## src/hdl/fitf_pkg.sv

```systemverilog
// Shared types and constants for the FSK ID tone framer.
// No dependencies; every other file of the block uses it.
package fitf_pkg;

    localparam int CODE_W       = 8;
    localparam int SYM_W        = 6;
    localparam int HZ_W         = 12;
    localparam int MS_W         = 9;

    localparam int MAX_ID_CHARS = 16;
    localparam int CNT_W        = $clog2(MAX_ID_CHARS + 1);

    localparam int QUEUE_DEPTH  = 4;
    localparam int QPTR_W       = $clog2(QUEUE_DEPTH);
    localparam int QCNT_W       = $clog2(QUEUE_DEPTH + 1);

    localparam int BIT_W        = $clog2(SYM_W);

    localparam logic [CODE_W-1:0] CODE_LO   = 8'h20;
    localparam logic [CODE_W-1:0] CODE_HI   = 8'h5F;
    localparam logic [SYM_W-1:0]  SYM_START = 6'h2A;
    localparam logic [SYM_W-1:0]  SYM_END   = 6'h01;
    localparam logic [BIT_W-1:0]  BIT_LAST  = BIT_W'(SYM_W - 1);

    localparam logic [HZ_W-1:0] HZ_LOW  = 12'd1500;
    localparam logic [HZ_W-1:0] HZ_ONE  = 12'd1900;
    localparam logic [HZ_W-1:0] HZ_ZERO = 12'd2100;
    localparam logic [MS_W-1:0] MS_BIT  = 9'd22;
    localparam logic [MS_W-1:0] MS_MID  = 9'd100;
    localparam logic [MS_W-1:0] MS_LONG = 9'd300;

    // One queued job: everything the back end needs to play out one character.
    typedef struct packed {
        logic             do_pre;
        logic             do_sym;
        logic [SYM_W-1:0] sym;
        logic             do_close;
        logic [SYM_W-1:0] csum;
    } job_t;

    typedef enum logic [2:0] {
        PH_LOW,
        PH_MID,
        PH_SYNC,
        PH_START,
        PH_DATA,
        PH_END,
        PH_CSUM,
        PH_TAIL
    } phase_t;

endpackage

```

## src/hdl/fitf_char_if.sv

```systemverilog
// Character input channel: valid/ready handshake with one ID character.
// Depends on fitf_pkg for field widths.
interface fitf_char_if;
    logic                        valid;
    logic                        ready;
    logic [fitf_pkg::CODE_W-1:0] char_code;
    logic                        last_char;

    modport source (output valid, char_code, last_char, input ready);
    modport sink   (input valid, char_code, last_char, output ready);
endinterface

```

## src/hdl/fitf_tone_if.sv

```systemverilog
// Tone output channel: valid/ready handshake with one tone segment.
// Depends on fitf_pkg for field widths.
interface fitf_tone_if;
    logic                      valid;
    logic                      ready;
    logic [fitf_pkg::HZ_W-1:0] tone_hz;
    logic [fitf_pkg::MS_W-1:0] tone_ms;
    logic                      run_end;

    modport source (output valid, tone_hz, tone_ms, run_end, input ready);
    modport sink   (input valid, tone_hz, tone_ms, run_end, output ready);
endinterface

```

## src/hdl/fitf_front.sv

```systemverilog
// Front end: accepts characters, keeps the text state and queues play-out jobs.
// Depends on fitf_pkg and fitf_char_if.
module fitf_front
(
    input  logic               clk,
    input  logic               rst_n,
    fitf_char_if.sink          char_in,
    input  logic               q_full,
    output logic               push_valid,
    output fitf_pkg::job_t     push_job
);

    logic                           sent_reg, sent_next;
    logic [fitf_pkg::SYM_W-1:0]     xor_reg, xor_next;
    logic [fitf_pkg::CNT_W-1:0]     seen_reg, seen_next;

    logic                           xfer;
    logic                           counted;
    logic                           is_sym;
    logic [fitf_pkg::SYM_W-1:0]     sym;
    logic                           sent_upd;
    logic [fitf_pkg::SYM_W-1:0]     xor_upd;
    logic                           close;

    assign char_in.ready = !q_full;
    assign xfer          = char_in.valid && char_in.ready;

    always_comb
    begin
        counted  = seen_reg < fitf_pkg::CNT_W'(fitf_pkg::MAX_ID_CHARS);
        is_sym   = counted && (char_in.char_code >= fitf_pkg::CODE_LO)
                           && (char_in.char_code <= fitf_pkg::CODE_HI);
        sym      = fitf_pkg::SYM_W'(char_in.char_code - fitf_pkg::CODE_LO);
        sent_upd = sent_reg || is_sym;
        xor_upd  = is_sym ? (xor_reg ^ sym) : xor_reg;
        close    = char_in.last_char && sent_upd;

        push_job.do_pre   = is_sym && !sent_reg;
        push_job.do_sym   = is_sym;
        push_job.sym      = sym;
        push_job.do_close = close;
        push_job.csum     = xor_upd;
        push_valid        = xfer && (is_sym || close);

        sent_next = sent_reg;
        xor_next  = xor_reg;
        seen_next = seen_reg;
        if (xfer)
        begin
            if (char_in.last_char)
            begin
                // end of text: back to the idle text state
                sent_next = 1'b0;
                xor_next  = '0;
                seen_next = '0;
            end
            else
            begin
                sent_next = sent_upd;
                xor_next  = xor_upd;
                seen_next = counted ? seen_reg + 1'b1 : seen_reg;
            end
        end
    end

    always_ff @(posedge clk or negedge rst_n)
    begin
        if (!rst_n)
        begin
            sent_reg <= 1'b0;
            xor_reg  <= '0;
            seen_reg <= '0;
        end
        else
        begin
            sent_reg <= sent_next;
            xor_reg  <= xor_next;
            seen_reg <= seen_next;
        end
    end

    a_seen_limit: assert property (@(posedge clk) disable iff (!rst_n)
        seen_reg <= fitf_pkg::CNT_W'(fitf_pkg::MAX_ID_CHARS))
        else $error("character count passed the limit");

endmodule

```

## src/hdl/fitf_queue.sv

```systemverilog
// Short job queue between front and back end, built from flip-flops.
// Depends on fitf_pkg for the job type and depth.
module fitf_queue
(
    input  logic               clk,
    input  logic               rst_n,
    input  logic               push,
    input  fitf_pkg::job_t     push_job,
    input  logic               pop,
    output fitf_pkg::job_t     head_job,
    output logic               full,
    output logic               empty
);

    fitf_pkg::job_t                  slots_reg [fitf_pkg::QUEUE_DEPTH];
    logic [fitf_pkg::QPTR_W-1:0]     wr_reg, wr_next;
    logic [fitf_pkg::QPTR_W-1:0]     rd_reg, rd_next;
    logic [fitf_pkg::QCNT_W-1:0]     cnt_reg, cnt_next;

    assign full     = cnt_reg == fitf_pkg::QCNT_W'(fitf_pkg::QUEUE_DEPTH);
    assign empty    = cnt_reg == '0;
    assign head_job = slots_reg[rd_reg];

    always_comb
    begin
        wr_next  = wr_reg;
        rd_next  = rd_reg;
        cnt_next = cnt_reg;
        if (push)
        begin
            wr_next = (wr_reg == fitf_pkg::QPTR_W'(fitf_pkg::QUEUE_DEPTH - 1))
                      ? '0 : wr_reg + 1'b1;
        end
        if (pop)
        begin
            rd_next = (rd_reg == fitf_pkg::QPTR_W'(fitf_pkg::QUEUE_DEPTH - 1))
                      ? '0 : rd_reg + 1'b1;
        end
        if (push && !pop)
        begin
            cnt_next = cnt_reg + 1'b1;
        end
        else if (pop && !push)
        begin
            cnt_next = cnt_reg - 1'b1;
        end
    end

    always_ff @(posedge clk or negedge rst_n)
    begin
        if (!rst_n)
        begin
            wr_reg  <= '0;
            rd_reg  <= '0;
            cnt_reg <= '0;
        end
        else
        begin
            wr_reg  <= wr_next;
            rd_reg  <= rd_next;
            cnt_reg <= cnt_next;
        end
    end

    always_ff @(posedge clk)
    begin
        if (push)
        begin
            slots_reg[wr_reg] <= push_job;
        end
    end

    a_no_overflow: assert property (@(posedge clk) disable iff (!rst_n)
        !(push && full))
        else $error("job pushed into full queue");

    a_no_underflow: assert property (@(posedge clk) disable iff (!rst_n)
        !(pop && empty))
        else $error("job popped from empty queue");

    a_count_up: assert property (@(posedge clk) disable iff (!rst_n)
        (push && !pop) |=> (cnt_reg == $past(cnt_reg) + 1'b1))
        else $error("queue count did not follow a push");

endmodule

```

## src/hdl/fitf_back.sv

```systemverilog
// Back end: plays each queued job out as tone segments, one per cycle while the output is taken.
// Depends on fitf_pkg and fitf_tone_if.
module fitf_back
(
    input  logic               clk,
    input  logic               rst_n,
    input  fitf_pkg::job_t     head_job,
    input  logic               q_empty,
    output logic               pop,
    fitf_tone_if.source        tone_out
);

    logic                          busy_reg, busy_next;
    fitf_pkg::phase_t              phase_reg, phase_next;
    logic [fitf_pkg::BIT_W-1:0]    bit_reg, bit_next;
    fitf_pkg::job_t                job_reg;

    logic                          out_valid_reg;
    logic [fitf_pkg::HZ_W-1:0]     hz_reg;
    logic [fitf_pkg::MS_W-1:0]     ms_reg;
    logic                          end_reg;

    fitf_pkg::job_t                cur_job;
    fitf_pkg::phase_t              cur_phase;
    fitf_pkg::phase_t              first_phase;
    fitf_pkg::phase_t              adv_phase;
    logic [fitf_pkg::BIT_W-1:0]    cur_bit;
    logic [fitf_pkg::BIT_W-1:0]    adv_bit;
    logic [fitf_pkg::SYM_W-1:0]    sym_val;
    logic [fitf_pkg::HZ_W-1:0]     hz;
    logic [fitf_pkg::MS_W-1:0]     ms;
    logic                          done;
    logic                          fire;

    assign tone_out.valid   = out_valid_reg;
    assign tone_out.tone_hz = hz_reg;
    assign tone_out.tone_ms = ms_reg;
    assign tone_out.run_end = end_reg;

    assign fire = (!out_valid_reg || tone_out.ready) && (busy_reg || !q_empty);
    assign pop  = fire && !busy_reg;

    always_comb
    begin
        // start a fresh job straight from the queue head, no bubble
        priority if (head_job.do_pre)
        begin
            first_phase = fitf_pkg::PH_LOW;
        end
        else if (head_job.do_sym)
        begin
            first_phase = fitf_pkg::PH_DATA;
        end
        else
        begin
            first_phase = fitf_pkg::PH_END;
        end

        cur_job   = busy_reg ? job_reg : head_job;
        cur_phase = busy_reg ? phase_reg : first_phase;
        cur_bit   = busy_reg ? bit_reg : '0;

        unique case (cur_phase)
            fitf_pkg::PH_START: sym_val = fitf_pkg::SYM_START;
            fitf_pkg::PH_DATA:  sym_val = cur_job.sym;
            fitf_pkg::PH_END:   sym_val = fitf_pkg::SYM_END;
            fitf_pkg::PH_CSUM:  sym_val = cur_job.csum;
            default:            sym_val = '0;
        endcase

        hz        = sym_val[cur_bit] ? fitf_pkg::HZ_ONE : fitf_pkg::HZ_ZERO;
        ms        = fitf_pkg::MS_BIT;
        done      = 1'b0;
        adv_phase = cur_phase;
        adv_bit   = '0;

        unique case (cur_phase)
            fitf_pkg::PH_LOW:
            begin
                hz        = fitf_pkg::HZ_LOW;
                ms        = fitf_pkg::MS_LONG;
                adv_phase = fitf_pkg::PH_MID;
            end
            fitf_pkg::PH_MID:
            begin
                hz        = fitf_pkg::HZ_ZERO;
                ms        = fitf_pkg::MS_MID;
                adv_phase = fitf_pkg::PH_SYNC;
            end
            fitf_pkg::PH_SYNC:
            begin
                hz        = fitf_pkg::HZ_ONE;
                adv_phase = fitf_pkg::PH_START;
            end
            fitf_pkg::PH_TAIL:
            begin
                hz   = fitf_pkg::HZ_ONE;
                ms   = fitf_pkg::MS_MID;
                done = 1'b1;
            end
            fitf_pkg::PH_START, fitf_pkg::PH_DATA,
            fitf_pkg::PH_END, fitf_pkg::PH_CSUM:
            begin
                if (cur_bit != fitf_pkg::BIT_LAST)
                begin
                    adv_bit = cur_bit + 1'b1;
                end
                else
                begin
                    unique case (cur_phase)
                        fitf_pkg::PH_START: adv_phase = fitf_pkg::PH_DATA;
                        fitf_pkg::PH_DATA:
                        begin
                            adv_phase = fitf_pkg::PH_END;
                            done      = !cur_job.do_close;
                        end
                        fitf_pkg::PH_END:   adv_phase = fitf_pkg::PH_CSUM;
                        default:            adv_phase = fitf_pkg::PH_TAIL;
                    endcase
                end
            end
        endcase

        busy_next  = busy_reg;
        phase_next = phase_reg;
        bit_next   = bit_reg;
        if (fire)
        begin
            busy_next  = !done;
            phase_next = adv_phase;
            bit_next   = adv_bit;
        end
    end

    always_ff @(posedge clk or negedge rst_n)
    begin
        if (!rst_n)
        begin
            busy_reg      <= 1'b0;
            phase_reg     <= fitf_pkg::PH_LOW;
            bit_reg       <= '0;
            out_valid_reg <= 1'b0;
        end
        else
        begin
            busy_reg  <= busy_next;
            phase_reg <= phase_next;
            bit_reg   <= bit_next;
            if (fire)
            begin
                out_valid_reg <= 1'b1;
            end
            else if (tone_out.ready)
            begin
                out_valid_reg <= 1'b0;
            end
        end
    end

    // payload: load the output slot and hold the current job
    always_ff @(posedge clk)
    begin
        if (fire)
        begin
            hz_reg  <= hz;
            ms_reg  <= ms;
            end_reg <= done;
            job_reg <= cur_job;
        end
    end

    a_busy_shows_tone: assert property (@(posedge clk) disable iff (!rst_n)
        busy_reg |-> out_valid_reg)
        else $error("job in progress with empty output slot");

    a_pop_only_idle: assert property (@(posedge clk) disable iff (!rst_n)
        pop |-> !busy_reg)
        else $error("queue popped while a job is in progress");

endmodule

```

## src/hdl/fsk_id_tone_framer_unit.sv

```systemverilog
// A character is accepted whenever the job queue (four entries) has room.
// A character that becomes a symbol yields six 22 ms tones; the first symbol of a text adds a
// nine-tone preamble, and the last character of a text adds thirteen closing tones, so one
// character yields 0 to 28 tones. The back-end sequencer puts out one tone per cycle with no
// gap between jobs, while the tone receiver is ready.
// Skipped characters and characters past sixteen yield no tones unless they end a text.
// Top level: joins front end, job queue and back-end sequencer.
// Depends on fitf_pkg, fitf_char_if, fitf_tone_if, fitf_front, fitf_queue, fitf_back.
module fsk_id_tone_framer_unit
(
    input  logic         clk,
    input  logic         rst_n,
    fitf_char_if.sink    char_in,
    fitf_tone_if.source  tone_out
);

    logic              q_full;
    logic              q_empty;
    logic              push_valid;
    logic              pop;
    fitf_pkg::job_t    push_job;
    fitf_pkg::job_t    head_job;

    fitf_front u_front
    (
        .clk        (clk),
        .rst_n      (rst_n),
        .char_in    (char_in),
        .q_full     (q_full),
        .push_valid (push_valid),
        .push_job   (push_job)
    );

    fitf_queue u_queue
    (
        .clk      (clk),
        .rst_n    (rst_n),
        .push     (push_valid),
        .push_job (push_job),
        .pop      (pop),
        .head_job (head_job),
        .full     (q_full),
        .empty    (q_empty)
    );

    fitf_back u_back
    (
        .clk      (clk),
        .rst_n    (rst_n),
        .head_job (head_job),
        .q_empty  (q_empty),
        .pop      (pop),
        .tone_out (tone_out)
    );

endmodule

```

## src/flat_wrapper.sv

```systemverilog
// flat-port wrapper written by rule: the top's interface ports become plain ports
module fsk_id_tone_framer_unit_flat 
  (clk, rst_n, char_in_valid, char_in_char_code, char_in_last_char, char_in_ready, tone_out_valid, tone_out_tone_hz, tone_out_tone_ms, tone_out_run_end, tone_out_ready);
  fitf_char_if char_in_i ();
  fitf_tone_if tone_out_i ();
  input  logic clk;
  input  logic rst_n;
  input wire logic [$bits(char_in_i.valid)-1:0] char_in_valid;
  input wire logic [$bits(char_in_i.char_code)-1:0] char_in_char_code;
  input wire logic [$bits(char_in_i.last_char)-1:0] char_in_last_char;
  output wire logic [$bits(char_in_i.ready)-1:0] char_in_ready;
  output wire logic [$bits(tone_out_i.valid)-1:0] tone_out_valid;
  output wire logic [$bits(tone_out_i.tone_hz)-1:0] tone_out_tone_hz;
  output wire logic [$bits(tone_out_i.tone_ms)-1:0] tone_out_tone_ms;
  output wire logic [$bits(tone_out_i.run_end)-1:0] tone_out_run_end;
  input wire logic [$bits(tone_out_i.ready)-1:0] tone_out_ready;
  assign char_in_i.valid = char_in_valid;
  assign char_in_i.char_code = char_in_char_code;
  assign char_in_i.last_char = char_in_last_char;
  assign char_in_ready = char_in_i.ready;
  assign tone_out_valid = tone_out_i.valid;
  assign tone_out_tone_hz = tone_out_i.tone_hz;
  assign tone_out_tone_ms = tone_out_i.tone_ms;
  assign tone_out_run_end = tone_out_i.run_end;
  assign tone_out_i.ready = tone_out_ready;
  fsk_id_tone_framer_unit u_core (.clk(clk), .rst_n(rst_n), .char_in(char_in_i), .tone_out(tone_out_i));
endmodule
```

## config.mk

```make
export PLATFORM = sky130hd
export DESIGN_NAME = fsk_id_tone_framer_unit_flat
export DESIGN_NICKNAME = d
export VERILOG_FILES = /design/src/hdl/fitf_pkg.sv /design/src/hdl/fitf_char_if.sv /design/src/hdl/fitf_tone_if.sv /design/src/hdl/fitf_front.sv /design/src/hdl/fitf_queue.sv /design/src/hdl/fitf_back.sv /design/src/hdl/fsk_id_tone_framer_unit.sv /design/src/flat_wrapper.sv
export SDC_FILE = /design/constraint.sdc
export NUM_CORES = 1
export LEC_CHECK = 0
export ABC_AREA = 1
export BUFFER_PORTS_ARGS = -buffer_cell sky130_fd_sc_hd__buf_2
export CAP_MARGIN = 20
export CORE_UTILIZATION = 45
export CTS_CLUSTER_SIZE = 25
export DETAILED_ROUTE_END_ITERATION = 10
export PLACE_DENSITY = 0.73
export SETUP_SLACK_MARGIN = 0.3
export SLEW_MARGIN = 10
export SYNTH_ARGS = -nofsm -noshare
export SYNTH_HDL_FRONTEND = slang
export SYNTH_SLANG_ARGS = --single-unit
```

## constraint.sdc

```tcl
create_clock -name clk -period 2.2 [get_ports clk]
set_clock_uncertainty 0.2 [all_clocks]
set_input_delay 0.44 -clock clk [delete_from_list [all_inputs] [get_ports clk]]
set_output_delay 0.44 -clock clk [all_outputs]
set_load 0.05 [all_outputs]
```

# Yosys cells after proc, flatten, opt, wreduce, memory -nomap -nowiden

Memory sizes are Yosys's and may differ from the RTL's.
Cells that the tools add are included.

Input port bits: 13
Bits in read-only memories: 0
Memory bits (writable): 60
Word-level logic and storage cells: 104
Latch bits: 0
Memories: 1
Bits in registers: 62

Memories:

| name                     | words | width | rd ports | clocked after memory_dff | wr ports | RTL line         | source |
|---|---|---|---|---|---|---|---|
| u_core.u_queue.slots_reg | 4     | 15    | 1        | 0                        | 1        | fitf_queue.sv:15 | `fitf_pkg::job_t slots_reg [fitf_pkg::QUEUE_DEPTH];` |

$lt $le $gt $ge: 4
Bitwise operators: 1
$add $sub $neg: 7
Multipliers: 0
Shifts and indexed selects: 0
Div/mod/pow operators: 0
Equality and inequality tests: 11
Reduce and logical (&&, ||, !) cells: 32
Mux-type cells: 32

Operators with widths:

| operator                                                                             | number |
|---|---|
| 12-bit one-hot mux with 3 select lines                                               | 1 |
| 3-bit two-way mux                                                                    | 8 |
| 6-bit one-hot mux with 4 select lines                                                | 1 |
| 9-bit one-hot mux with 2 select lines                                                | 1 |
| 3-bit == test (second input constant)                                                | 5 |
| 13-bit two-way mux                                                                   | 1 |
| 12-bit two-way mux                                                                   | 1 |
| 6-bit two-way mux                                                                    | 2 |
| 3-bit one-hot mux with 4 select lines                                                | 1 |
| 1-bit logical AND                                                                    | 10 |
| 5-bit two-way mux                                                                    | 2 |
| 1-bit zero test                                                                      | 9 |
| 1-bit two-way mux                                                                    | 9 |
| 8-bit by 6-bit greater-or-equal comparator with 1-bit output (second input constant) | 1 |
| 8-bit by 7-bit less-or-equal comparator with 1-bit output (second input constant)    | 1 |
| 3-bit by 1-bit adder with 3-bit output (second input constant)                       | 2 |
| 3-bit by 2-bit == test with 1-bit output (second input constant)                     | 2 |
| 3-bit zero test                                                                      | 2 |
| 2-bit one-hot mux with 3 select lines                                                | 1 |
| 2-bit nonzero test                                                                   | 3 |
| 6-bit subtractor (second input constant)                                             | 1 |
| 6-bit XOR                                                                            | 1 |
| 5-bit by 1-bit adder with 5-bit output (second input constant)                       | 1 |
| 5-bit < comparator (second input constant)                                           | 1 |
| other kinds (13)                                                                     | 20 |

# Logic depth before layout (Yosys ltp)

Gate-level depths: netlist (run 1).

Depth after elaboration: 11
Mapped depth: 15

# Modules after synthesis

From an unflattened synthesis (run 1), not the netlist that was laid out.

Cell total of the unflattened synthesis: 548
Area, all modules: 5516.5 µm²

Modules (own cells, without submodules):

| module     | instances | cells each | area an instance (µm²) | seq. area each (µm²) |
|---|---|---|---|---|
| fitf_queue | 1         | 226        | 2859.0                 | 1976.9 |
| fitf_back  | 1         | 202        | 1780.5                 | 890.9 |
| fitf_front | 1         | 120        | 877.1                  | 300.3 |

# Least setup slack after synthesis (run 1)

Ideal clock, no wire load.

Path type: reg-to-reg
From: register u_core.u_queue.cnt_reg[0] in the netlist's numbering
To: register u_core.u_queue.cnt_reg[2] in the netlist's numbering
Data required time: 1.869 ns
Path buffers: 0
Stages on the path, launching flop included: 13
Arrival time: 2.428 ns
Path slack: -0.559 ns
Library setup time: 0.131 ns
Period minus slack after synthesis: 2.759 ns
Path through: dfrtp_1 -> nor2_1 -> nand2_1 -> nand2_1 -> inv_1 -> nand2_1 -> inv_1 -> ha_1 -> inv_1 -> fa_1 -> a21oi_1 -> o21ai_0 -> xor2_1

Elaborated cells between the ends (all ways): 18

RTL lines:

| item                         | RTL line                      | source |
|---|---|---|
| from (decl)                  | fitf_queue.sv:18              | `logic [fitf_pkg::QCNT_W-1:0] cnt_reg, cnt_next;` |
| from (signal assigned)       | fitf_queue.sv:61              | `cnt_reg <= cnt_next;` |
| 3-bit == test *              | fitf_queue.sv:20              | `assign full = cnt_reg == fitf_pkg::QCNT_W'(fitf_pkg::QUEUE_DEPTH);` |
| 1-bit zero test *            | fitf_front.sv:25              | `assign char_in.ready = !q_full;` |
| via char_in_ready            | flat_wrapper.sv:11            | `output wire logic [$bits(char_in_i.ready)-1:0] char_in_ready;` |
| 1-bit logical AND *          | fitf_front.sv:26              | `assign xfer = char_in.valid && char_in.ready;` |
| 1-bit logical AND *          | fitf_front.sv:43              | `push_valid = xfer && (is_sym \|\| close);` |
| via u_core.push_valid        | fsk_id_tone_framer_unit.sv:19 | `logic push_valid;` |
| 1-bit zero test              | fitf_queue.sv:43              | `else if (pop && !push)` |
| 1-bit logical AND            | fitf_queue.sv:43              |  |
| 2-bit nonzero test (no line) | n/a                           |  |

Mark *: on every way through the listed nets, which the timed path passes. The rest lies on a longest branch. The select of a mux whose other input is x is not followed.
A chain may end at the register's enable or synchronous reset.

# Final worst setup path (run 1)

From: register u_core.u_queue.rd_reg[1] in the netlist's numbering
To: register u_core.u_back.hz_reg, in the netlist u_core.u_back.tone_out.tone_hz[11] (data pin)

Word-level cells in the longest chain between the ends: 10
Elaborated cells between the ends (all ways): 19

RTL lines:

| item                                                                             | RTL line         | source |
|---|---|---|
| from (decl)                                                                      | fitf_queue.sv:17 | `logic [fitf_pkg::QPTR_W-1:0] rd_reg, rd_next;` |
| from (signal assigned)                                                           | fitf_queue.sv:60 | `rd_reg <= rd_next;` |
| memory read 4 x 15 bit *                                                         | n/a              |  |
| 1-bit two-way mux                                                                | fitf_back.sv:50  | `else if (head_job.do_sym)` |
| 3-bit two-way mux                                                                | fitf_back.sv:46  | `priority if (head_job.do_pre)` |
| 3-bit two-way mux                                                                | fitf_back.sv:60  | `cur_phase = busy_reg ? phase_reg : first_phase;` |
| 3-bit == test / 3-bit by 2-bit == test with 1-bit output (equally long branches) | fitf_back.sv:63  | `unique case (cur_phase)` |
| 6-bit one-hot mux with 4 select lines                                            | fitf_back.sv:63  |  |
| 1-bit binary-select mux with 3-bit select                                        | fitf_back.sv:71  | `hz = sym_val[cur_bit] ? fitf_pkg::HZ_ONE : fitf_pkg::HZ_ZERO;` |
| 1-bit two-way mux (implied by the code)                                          | fitf_back.sv:71  |  |
| 12-bit two-way mux                                                               | fitf_back.sv:71  |  |
| 12-bit one-hot mux with 3 select lines *                                         | fitf_back.sv:77  | `unique case (cur_phase)` |
| via u_core.u_back.hz, one bit                                                    | fitf_back.sv:30  | `logic [fitf_pkg::HZ_W-1:0] hz;` |
| to (signal assigned)                                                             | fitf_back.sv:165 | `hz_reg <= hz;` |
| to (decl)                                                                        | fitf_back.sv:19  | `logic [fitf_pkg::HZ_W-1:0] hz_reg;` |

Marks and branches as above.

==> out/qor.csv, run 1 <==
stage,metric,value,unit
power,Max VDD drop,1090,uV
power,Net Sw Power,3.98,mW
worst_setup_path,CP Capture Type,register,
synthesis,Mapped Cells,499,
synthesis,mapped cell area,5090,um2
sta,Slew @ Worst Pin,0.753,ns
drt,Via Count,3854,
synthesis,dominant cells by area after synthesis,"edfxtp_1 50%, dfrtp_1 13%, nand2_1 8.8%, nand3_1 5.8%, inv_1 4.6%",
worst_setup_path,worst path required time,2.11,ns
drt,vias per cell,5.32,
synthesis,Synth cell types,37,
floorplanning,DIE AREA,11800,um2
clock_network,CTS Buf Count,9,
synthesis,cell taking the most area after synthesis,edfxtp_1,
worst_setup_path,crit-path max FO,9,
sta,max-slew violations,0,
sta,Fin Hold WS,0.0997,ns
cells_and_area,max reg flops,60,
cells_and_area,fill count,856,
synthesis,most common cell in the netlist,nand2_1,
synthesis,"Seq/Total Area, Yosys",62.8,%
power,internal power,5.76,mW
drt,number of DRC markers in iteration 0,202,
sta,Final setup viols,0,
sta,Period minus WS final,2.15,ns
floorplanning,Die Wd,108,um
worst_setup_path,crit path kind,register to register,
power,pwr dens,1490,nW/um2
synthesis,Synth top cells by count,"119 x nand2_1, 84 x edfxtp_1, 63 x inv_1",
grt,initial antenna violation count,0,
power,Clk pwr share,16.4,%
sta,Tcrit/Tclk final,97.6,%
sta,Slew HR,49.8,%
cells_and_area,register area,3200,um2
floorplanning,I/O Pins,37,
power,sequential power share,33.2,%
power,LEAKAGE,2.84,nW
min_path,Worst Hold Class,input pin to register,
cells_and_area,diode count,0,
floorplanning,die height,108,um
grt,gr usage total,19.4,%
grt,vias in the first global route,3690,
floorplanning,number of core rows,38,
cells_and_area,multi-input logic area,1800,um2
synthesis,synth warn,0,
worst_setup_path,CP arrival,2.05,ns
clock_network,clock sink count,111,
placed_design,Port Buf Inserts,30,
drt,DRT Wirelength,10.9,mm
cells_and_area,final std cells w/o fill,725,
synthesis,asr flop ratio synth,24.3,%
placed_design,DP Cell Count,677,
floorplanning,Initial Utilization,46.6,%
drt,wire length per cell,15.0,um
grt,total gr overflow,0,
run_status,outcome,"complete, no violations",
cells_and_area,share of layout cells above drive strength 1,32.0,%
drt,Pre-Repair DR Iteration Count,5,
cells_and_area,Area Growth Syn to Fin,28.0,%
sta,maximum clock frequency,466,MHz
synthesis,mean area per synthesized cell,10.2,um2
synthesis,number of synthesized flops with an enable pin,84,
power,Net Sw Frac,40.9,%
clock_network,CTS clock-pin slew for the worst setup and hold paths,0.07,ns
sta,RSZ-0062 raised after global routing,yes,
worst_setup_path,type of origin of the critical path,register,
floorplanning,Core Region,10900,um2
grt,first-pass GRT wire length,17.5,mm
synthesis,top-area cell type share of the netlist area,49.5,%
power,share of power burned in combinational logic,50.4,%
clock_network,root buffer cell,clkbuf_16,
grt,largest net degree at the start of global routing,34,
run,max-cap violations,0,
drt,"antenna viol nets, final",0,
clock_network,clk_lat worst skew,0.35,ns
placed_design,hpwl dp,6.75,mm
clock_network,CTS max path bufs,2,
drt,# DRC,0,
cells_and_area,Final Net Count,601,
synthesis,Synth Register Bits,111,
sta,Final Hold Fails,0,
placed_design,placer congestion estimate,0.848,
synthesis,main flop type after synthesis,edfxtp_1,
clock_network,CTS tree,yes,
clock_network,H-Tree Level Count,3,
==> cells in the final DEF (no fill, tap or decap), types with 13 or more instances in the layout <==
cell | synthesis | routed
edfxtp_1 | 84 | 84
buf_6 | 3 | 13
nor2_1 | 37 | 27
dfrtp_1 | 27 | 23
nand3_1 | 59 | 43
inv_1 | 63 | 58
nand2_1 | 119 | 93
buf_4 | 14 | 38
nand3_2 | 2 | 16
nand2_2 | 2 | 22
buf_2 | 6 | 29
o21ai_0 | 21 | 14
==> layout make-up <==
class | instances | share of cell area (%)
sequential | 111 | 49.1
multi-input combinational | 300 | 27.5
timing repair buffer | 90 | 11.9
inverter | 68 | 4.26
clock buffer | 12 | 3.63
tap | 140 | 2.69
clock inverter | 4 | 0.844
==> worst paths after layout <==
kind / from / end / slack, ns / depth (start not counted)
min: tone_out_ready / u_core.u_back.tone_out.valid / 0.1 / 2
max: u_core.u_queue.rd_reg[1] / u_core.u_back.tone_out.tone_hz[11] / 0.05 / 13
min in group asynchronous: rst_n / u_core.u_back.phase_reg[1] / 0.51 / 2
max reg2reg: u_core.u_queue.rd_reg[1] / u_core.u_back.tone_out.tone_hz[11] / 0.05 / 13
min reg2reg: u_core.u_back.phase_reg[2] / u_core.u_back.phase_reg[2] / 0.32 / 2
max in group asynchronous: rst_n / u_core.u_back.tone_out.valid / 0.77 / 2
==> stage by stage <==
stage                     setup TNS, ns  power, mW  utilization, %  cell area (um2)  worst slack (ns)
final                                 0       9.73            59.6             6520            0.0530
after global routing             -0.136       10.3            59.6             6520           -0.0570
after CTS                             0       9.27            57.7             6310            0.0899
after detailed placement        -0.0972       6.84            51.2             5600           -0.0659
after global placement          -0.0229       6.70            51.2             5600           -0.0229
after floorplan                 -0.0409       5.96               -             5180           -0.0409
==> cell families (layout without fill, tap and decap cells) <==
group / Yosys count / in the layout / synth area share (%)
flip-flops: 111 / 111 / 62.8
XOR/XNOR: 10 / 10 / 1.72
other: 2 / 6 / 0.147
adder cells (fa/ha/maj): 8 / 8 / 2.11
multiplexers: 1 / 1 / 0.221
AND/OR/NAND/NOR: 228 / 228 / 19.3
buffers and inverters: 92 / 174 / 8.40
AO/OA/AOI/OAI: 47 / 47 / 5.35
==> routing by layer <==
metal,vias up,wire length [um],part of all wire [%],track usage (%)
li1,1812,-,-,-
met1,1870,4570,42,24.1
met2,147,5500,51,33.8
met3,25,548,5.0,3.32
met4,0,270,2.5,6.95
met5,-,0,0,0
==> what timing repair did <==
item                                   in CTS  in global routing
gates resized for setup                    59                 42
setup endpoints to repair                  51                 50
setup buffers                              20                  9
gates cloned                                2                  0
endpoints found under the hold margin      27                  0
pin swaps                                  30                 19
hold buffers                                1                  0
==> worst max-delay path: stages (launching register included) <==
cell and delay [ns]:
dfrtp_2 0.49, inv_4 0.16, buf_4 0.21, nand3_1 0.12, nand3_1 0.11, nand2_2 0.06, nand3_1 0.08, nand2_1 0.07
nand3_2 0.07, nand3_2 0.07, nand2_2 0.08, nand2_2 0.07, nand2_2 0.07, nor2_1 0.04
==> power groups by stage <==
stage	combinational, mW	clock [mW]	sequential (mW)
after CTS	4.41	1.64	3.22
after floorplan	2.40	0	3.57
after global routing	5.30	1.70	3.28
after global placement	3.49	0	3.21
after detailed placement	3.61	0	3.24
final	4.91	1.60	3.23
Note: power is estimated with default switching activity, not from simulation.
==> inputs of run 2 (changes only) <==
- CTS_BUF_LIST: not set -> sky130_fd_sc_hd__clkbuf_4 sky130_fd_sc_hd__clkbuf_8 sky130_fd_sc_hd__clkbuf_16
==> out/qor.csv, run 2 (synthesis gave the netlist of run 1 again) <==
stage,metric,value,unit
clock_network,CTS max path bufs,2,
power,Max VDD drop,1130,uV
floorplanning,Initial Utilization,46.6,%
sta,Period minus WS final,2.18,ns
grt,first-pass GRT wire length,17.6,mm
power,internal power,5.81,mW
placed_design,hpwl dp,6.75,mm
sta,RSZ-0062 raised after global routing,yes,
clock_network,root buffer cell,clkbuf_16,
power,Net Sw Power,4.06,mW
grt,gr usage total,19.5,%
cells_and_area,Final Net Count,601,
placed_design,Port Buf Inserts,30,
drt,# DRC,0,
floorplanning,die height,108,um
power,sequential power share,32.8,%
drt,number of DRC markers in iteration 0,228,
min_path,Worst Hold Class,input pin to register,
placed_design,placed inst area,5600,um2
grt,largest net degree at the start of global routing,34,
grt,total gr overflow,0,
grt,initial antenna violation count,0,
clock_network,CTS clock-pin slew for the worst setup and hold paths,0.07,ns
worst_setup_path,crit path kind,register to register,
cells_and_area,post-route cell area,6590,um2
cells_and_area,fill count,848,
sta,max-slew violations,0,
sta,maximum clock frequency,458,MHz
worst_setup_path,crit-path max FO,8,
min_path,Hold Crit Depth,2,
cells_and_area,Area Growth Syn to Fin,29.4,%
run_status,outcome,"complete, no violations",
drt,DRT Wirelength,11.2,mm
power,LEAKAGE,2.86,nW
drt,Metal-1 WL,4.62,mm
clock_network,clock sink count,111,
power,pwr dens,1500,nW/um2
cells_and_area,max reg flops,60,
clock_network,CTS Buf Count,9,
drt,metal2 WL,5.76,mm
drt,"antenna viol nets, final",0,
sta,Final setup viols,0,
sta,Slew @ Worst Pin,0.709,ns
floorplanning,I/O Pins,37,
sta,Slew HR,52.7,%
grt,vias in the first global route,3713,
min_path,worst hold start,tone_out_ready,
drt,Via Count,3850,
clock_network,H-Tree Level Count,3,
cells_and_area,share of layout cells above drive strength 1,33.8,%
drt,vias per cell,5.31,
cells_and_area,"commonest non-fill, non-tap cells in the layout","92 x nand2_1, 84 x edfxtp_1, 59 x inv_1",
sta,Tcrit/Tclk final,99.3,%
cells_and_area,diode count,0,
drt,Pre-Repair DR Iteration Count,4,
floorplanning,Core Region,10900,um2
power,share of power burned in combinational logic,50.6,%
drt,Max Used Layer,met4,
floorplanning,DIE AREA,11800,um2
worst_setup_path,"setup slack, reg-to-reg",0.02,ns
worst_setup_path,type of origin of the critical path,register,
worst_setup_path,Worst R2R End,u_core.u_back.tone_out.tone_hz[11],
worst_setup_path,CP Capture Type,register,
clock_network,clk_lat worst skew,0.34,ns
floorplanning,Die Wd,108,um
power,Clk pwr share,16.6,%
placed_design,placer congestion estimate,0.848,
worst_setup_path,worst path required time,2.11,ns
sta,Final Hold Fails,0,
sta,Setup TNS,0,ns
drt,met3 WL,528,um
run,max-cap violations,0,
worst_setup_path,Worst R2R Path Depth,15,
drt,wire length per cell,15.5,um
worst_setup_path,Worst R2R Start,u_core.u_queue.rd_reg[0],
floorplanning,number of core rows,38,
min_path,worst hold path endpoint,u_core.u_back.tone_out.valid,
worst_setup_path,CP arrival,2.09,ns
cells_and_area,"commonest non-fill, non-tap cell in the layout",nand2_1,
clock_network,CTS tree,yes,
power,Net Sw Frac,41.1,%
-- run 2: stage by stage --
| stage | hold WS [ns] | util (%) | power (mW) | setup WS, ns | instances |
|---|---|---|---|---|---|
| after global placement | 0.285 | 51.2 | 6.70 | -0.0229 | 677 |
| after global routing | 0.136 | 60.3 | 10.4 | -0.104 | 725 |
| after floorplan | -0.0556 | - | 5.96 | -0.0409 | 503 |
| after CTS | 0.0904 | 58.1 | 9.33 | 0.0899 | 717 |
| final | 0.104 | 60.3 | 9.87 | 0.0156 | 725 |
| after detailed placement | 0.299 | 51.2 | 6.84 | -0.0659 | 677 |
-- run 2: power by group through the flow --
stage | clock network, mW | logic (mW) | registers (mW)
2_1_floorplan | 0 | 2.40 | 3.57
3_3_place_gp | 0 | 3.49 | 3.21
3_5_place_dp | 0 | 3.61 | 3.24
4_1_cts | 1.67 | 4.44 | 3.22
5_1_grt | 1.74 | 5.38 | 3.29
6_report | 1.64 | 5.00 | 3.24
-- run 2: repair_timing --
item                                   4_1_cts  5_1_grt
resized for setup                           62       47
pin swaps                                   31       20
cloned                                       2        1
hold buffers                                 1        0
endpoints found under the hold margin       27        0
setup endpoints to repair                   51       50
setup buffers                               21        7
-- run 2: metal layers --
metal  vias to the layer above  GRT usage (%)
met5                         -              0
met4                         0           7.43
met3                        30           3.38
met2                       136           34.0
met1                      1879           24.0
li1                       1805              -
-- run 2: cell type report --
cell class	instances	area [um2]	area share (%)
multi-input combinational	300	1840	27.9
clock buffer	12	248	3.76
inverter	68	280	4.25
timing repair buffer	90	795	12.0
clock inverter	4	55.1	0.835
tap	140	175	2.66
sequential	111	3200	48.6
-- run 2: worst max-delay path by stage --
stage	startpoint	slack (ns)	endpoint
global route	u_core.u_queue.rd_reg[0]	-0.10	u_core.u_back.tone_out.tone_hz[4]
finish	u_core.u_queue.rd_reg[0]	0.02	u_core.u_back.tone_out.tone_hz[11]
floorplan	u_core.u_queue.cnt_reg[0]	-0.04	u_core.u_queue.cnt_reg[1]
detailed placement	char_in_char_code[6]	-0.07	u_core.u_queue.cnt_reg[2]
CTS	u_core.u_queue.cnt_reg[1]	0.09	u_core.u_queue.cnt_reg[1]
global placement	char_in_char_code[6]	-0.02	u_core.u_queue.cnt_reg[2]
-- run 2: critical path: stages (launching register included) --
cell     delay (ns)
dfrtp_2        0.44
buf_6          0.14
inv_8          0.07
nand2_2        0.07
nand3_4        0.10
nand2_2        0.07
nand2_1        0.08
nand2_2        0.07
nand2_4        0.11
inv_2          0.07
nor2_4         0.11
nand2_1        0.07
nand3_1        0.08
nand3_2        0.11
nand2_2        0.10
nor2_1         0.04
==> inputs of run 3 (changes only) <==
- RECOVER_POWER: not set -> 25
==> out/qor.csv, run 3 (synthesis gave the netlist of run 1 again) <==
stage,metric,value,unit
run_status,outcome,"complete, no violations",
sta,RSZ-0062 raised after global routing,yes,
cells_and_area,Final Net Count,601,
worst_setup_path,CP bufs+invs,3,
worst_setup_path,worst setup path start,u_core.u_queue.rd_reg[0],
worst_setup_path,"setup slack, reg-to-reg",0.02,ns
sta,Slew HR,47.2,%
worst_setup_path,slowest CP cell,dfrtp_2,
cells_and_area,share of layout cells above drive strength 1,32.5,%
grt,largest net degree at the start of global routing,34,
drt,vias per cell,5.28,
sta,Final Hold Fails,0,
clock_network,clock sink count,111,
grt,vias in the first global route,3713,
clock_network,H-Tree Level Count,3,
floorplanning,Initial Utilization,46.6,%
floorplanning,DIE AREA,11800,um2
floorplanning,number of core rows,38,
placed_design,placed inst area,5600,um2
sta,Period minus WS final,2.18,ns
placed_design,dpl ws,-0.0659,ns
cells_and_area,diode count,0,
worst_setup_path,CP arrival,2.09,ns
drt,number of DRC markers in iteration 0,232,
cells_and_area,"commonest non-fill, non-tap cells in the layout","92 x nand2_1, 84 x edfxtp_1, 59 x inv_1",
floorplanning,Die Wd,108,um
worst_setup_path,worst path required time,2.11,ns
clock_network,CTS Buf Count,9,
min_path,worst hold path endpoint,u_core.u_back.tone_out.valid,
clock_network,CTS max path bufs,2,
clock_network,clk_lat worst skew,0.34,ns
placed_design,placer congestion estimate,0.848,
min_path,worst hold start,tone_out_ready,
worst_setup_path,type of origin of the critical path,register,
grt,gr usage total,19.5,%
cells_and_area,final std cells w/o fill,725,
sta,Final setup viols,0,
worst_setup_path,Worst R2R Path Depth,15,
worst_setup_path,Most common cell on crit path,nand2_2,
cells_and_area,final core utilization,60.2,%
cells_and_area,"commonest non-fill, non-tap cell in the layout",nand2_1,
worst_setup_path,Worst R2R End,u_core.u_back.tone_out.tone_hz[11],
placed_design,Port Buf Inserts,30,
drt,"antenna viol nets, final",0,
sta,Slew @ Worst Pin,0.792,ns
floorplanning,Core Region,10900,um2
floorplanning,die height,108,um
worst_setup_path,crit-path max FO,8,
clock_network,root buffer cell,clkbuf_16,
cells_and_area,max reg flops,60,
placed_design,hpwl dp,6.75,mm
sta,Final WS setup,0.0192,ns
worst_setup_path,Worst R2R Start,u_core.u_queue.rd_reg[0],
drt,Via Count,3825,
worst_setup_path,Crit path max-delay family,simple AND/OR/NAND/NOR gates,
worst_setup_path,critical-path cell list,buf_6 -> inv_8 -> nand2_2 -> nand3_4 -> nand2_2 -> nand2_1 -> nand2_2 -> nand2_4 -> inv_2 -> nor2_4 -> nand2_1 -> nand3_1 -> nand3_2 -> nand2_2 -> nor2_1,
worst_setup_path,CP Capture Type,register,
power,Max VDD drop,1130,uV
min_path,Hold Crit Depth,2,
worst_setup_path,"slowest stage delay, CP",0.44,ns
floorplanning,I/O Pins,37,
power,total power,9.86,mW
drt,# DRC,0,
worst_setup_path,crit path kind,register to register,
power,LEAKAGE,2.84,nW
min_path,Worst Hold Class,input pin to register,
clock_network,CTS clock-pin slew for the worst setup and hold paths,0.07,ns
drt,Pre-Repair DR Iteration Count,4,
cells_and_area,fill count,849,
drt,DRT Wirelength,11.2,mm
cells_and_area,Area Growth Syn to Fin,29.2,%
clock_network,CTS tree,yes,
sta,Tcrit/Tclk final,99.1,%
power,pwr dens,1500,nW/um2
grt,first-pass GRT wire length,17.6,mm
run,max-cap violations,0,
sta,maximum clock frequency,459,MHz
drt,wire length per cell,15.4,um
sta,max-slew violations,0,
grt,initial antenna violation count,0,
placed_design,DP Cell Count,677,
cells_and_area,post-route cell area,6580,um2
grt,total gr overflow,0,
[run 3: cell count changes in the layout (fill, tap and decap cells not counted), sizes merged]
cell,before,now
buf,88,80
clkbuf,13,21
[run 3: timing repair]
item | in CTS | in global routing
resized for setup | 62 | 47
gates cloned | 2 | 1
hold endpoints to repair | 27 | 0
setup buffers | 21 | 7
setup endpoints to repair | 51 | 50
hold buffers | 1 | 0
pin swaps | 31 | 20
[run 3: layout make-up]
cell class	count	area, um2	area share (%)
clock inverters	4	55.1	0.837
clock buffers	12	248	3.76
multi-input cells	300	1840	27.9
repair buffers	90	783	11.9
inverters	68	280	4.26
well taps	140	175	2.66
flip-flops and latches	111	3200	48.7
[run 3: worst max-delay path by stage]
stage	end	depth (start not counted)	slack (ns)
floorplan	u_core.u_queue.cnt_reg[1]	10	-0.04
global route	u_core.u_back.tone_out.tone_hz[4]	15	-0.10
CTS	u_core.u_queue.cnt_reg[1]	10	0.09
global placement	u_core.u_queue.cnt_reg[2]	12	-0.02
detailed placement	u_core.u_queue.cnt_reg[2]	12	-0.07
finish	u_core.u_back.tone_out.tone_hz[11]	15	0.02
[run 3: layer usage]
metal,track usage (%),vias to the layer above,routed length [um]
li1,-,1808,-
met1,24.0,1866,4730
met2,34.0,126,5710
met3,3.38,25,479
met4,7.43,0,268
met5,0,-,0
[run 3: power breakdown]
group / internal (mW) / switching (mW)
logic: 1.92 / 3.07
registers: 2.96 / 0.273
clock network: 0.928 / 0.710
total: 5.81 / 4.05
[run 3: metrics by stage]
step | hold slack (ns) | setup TNS [ns]
after detailed placement | 0.299 | -0.0972
after global placement | 0.285 | -0.0229
after global routing | 0.136 | -0.280
after CTS | 0.0904 | 0
after floorplan | -0.0556 | -0.0409
final | 0.104 | 0
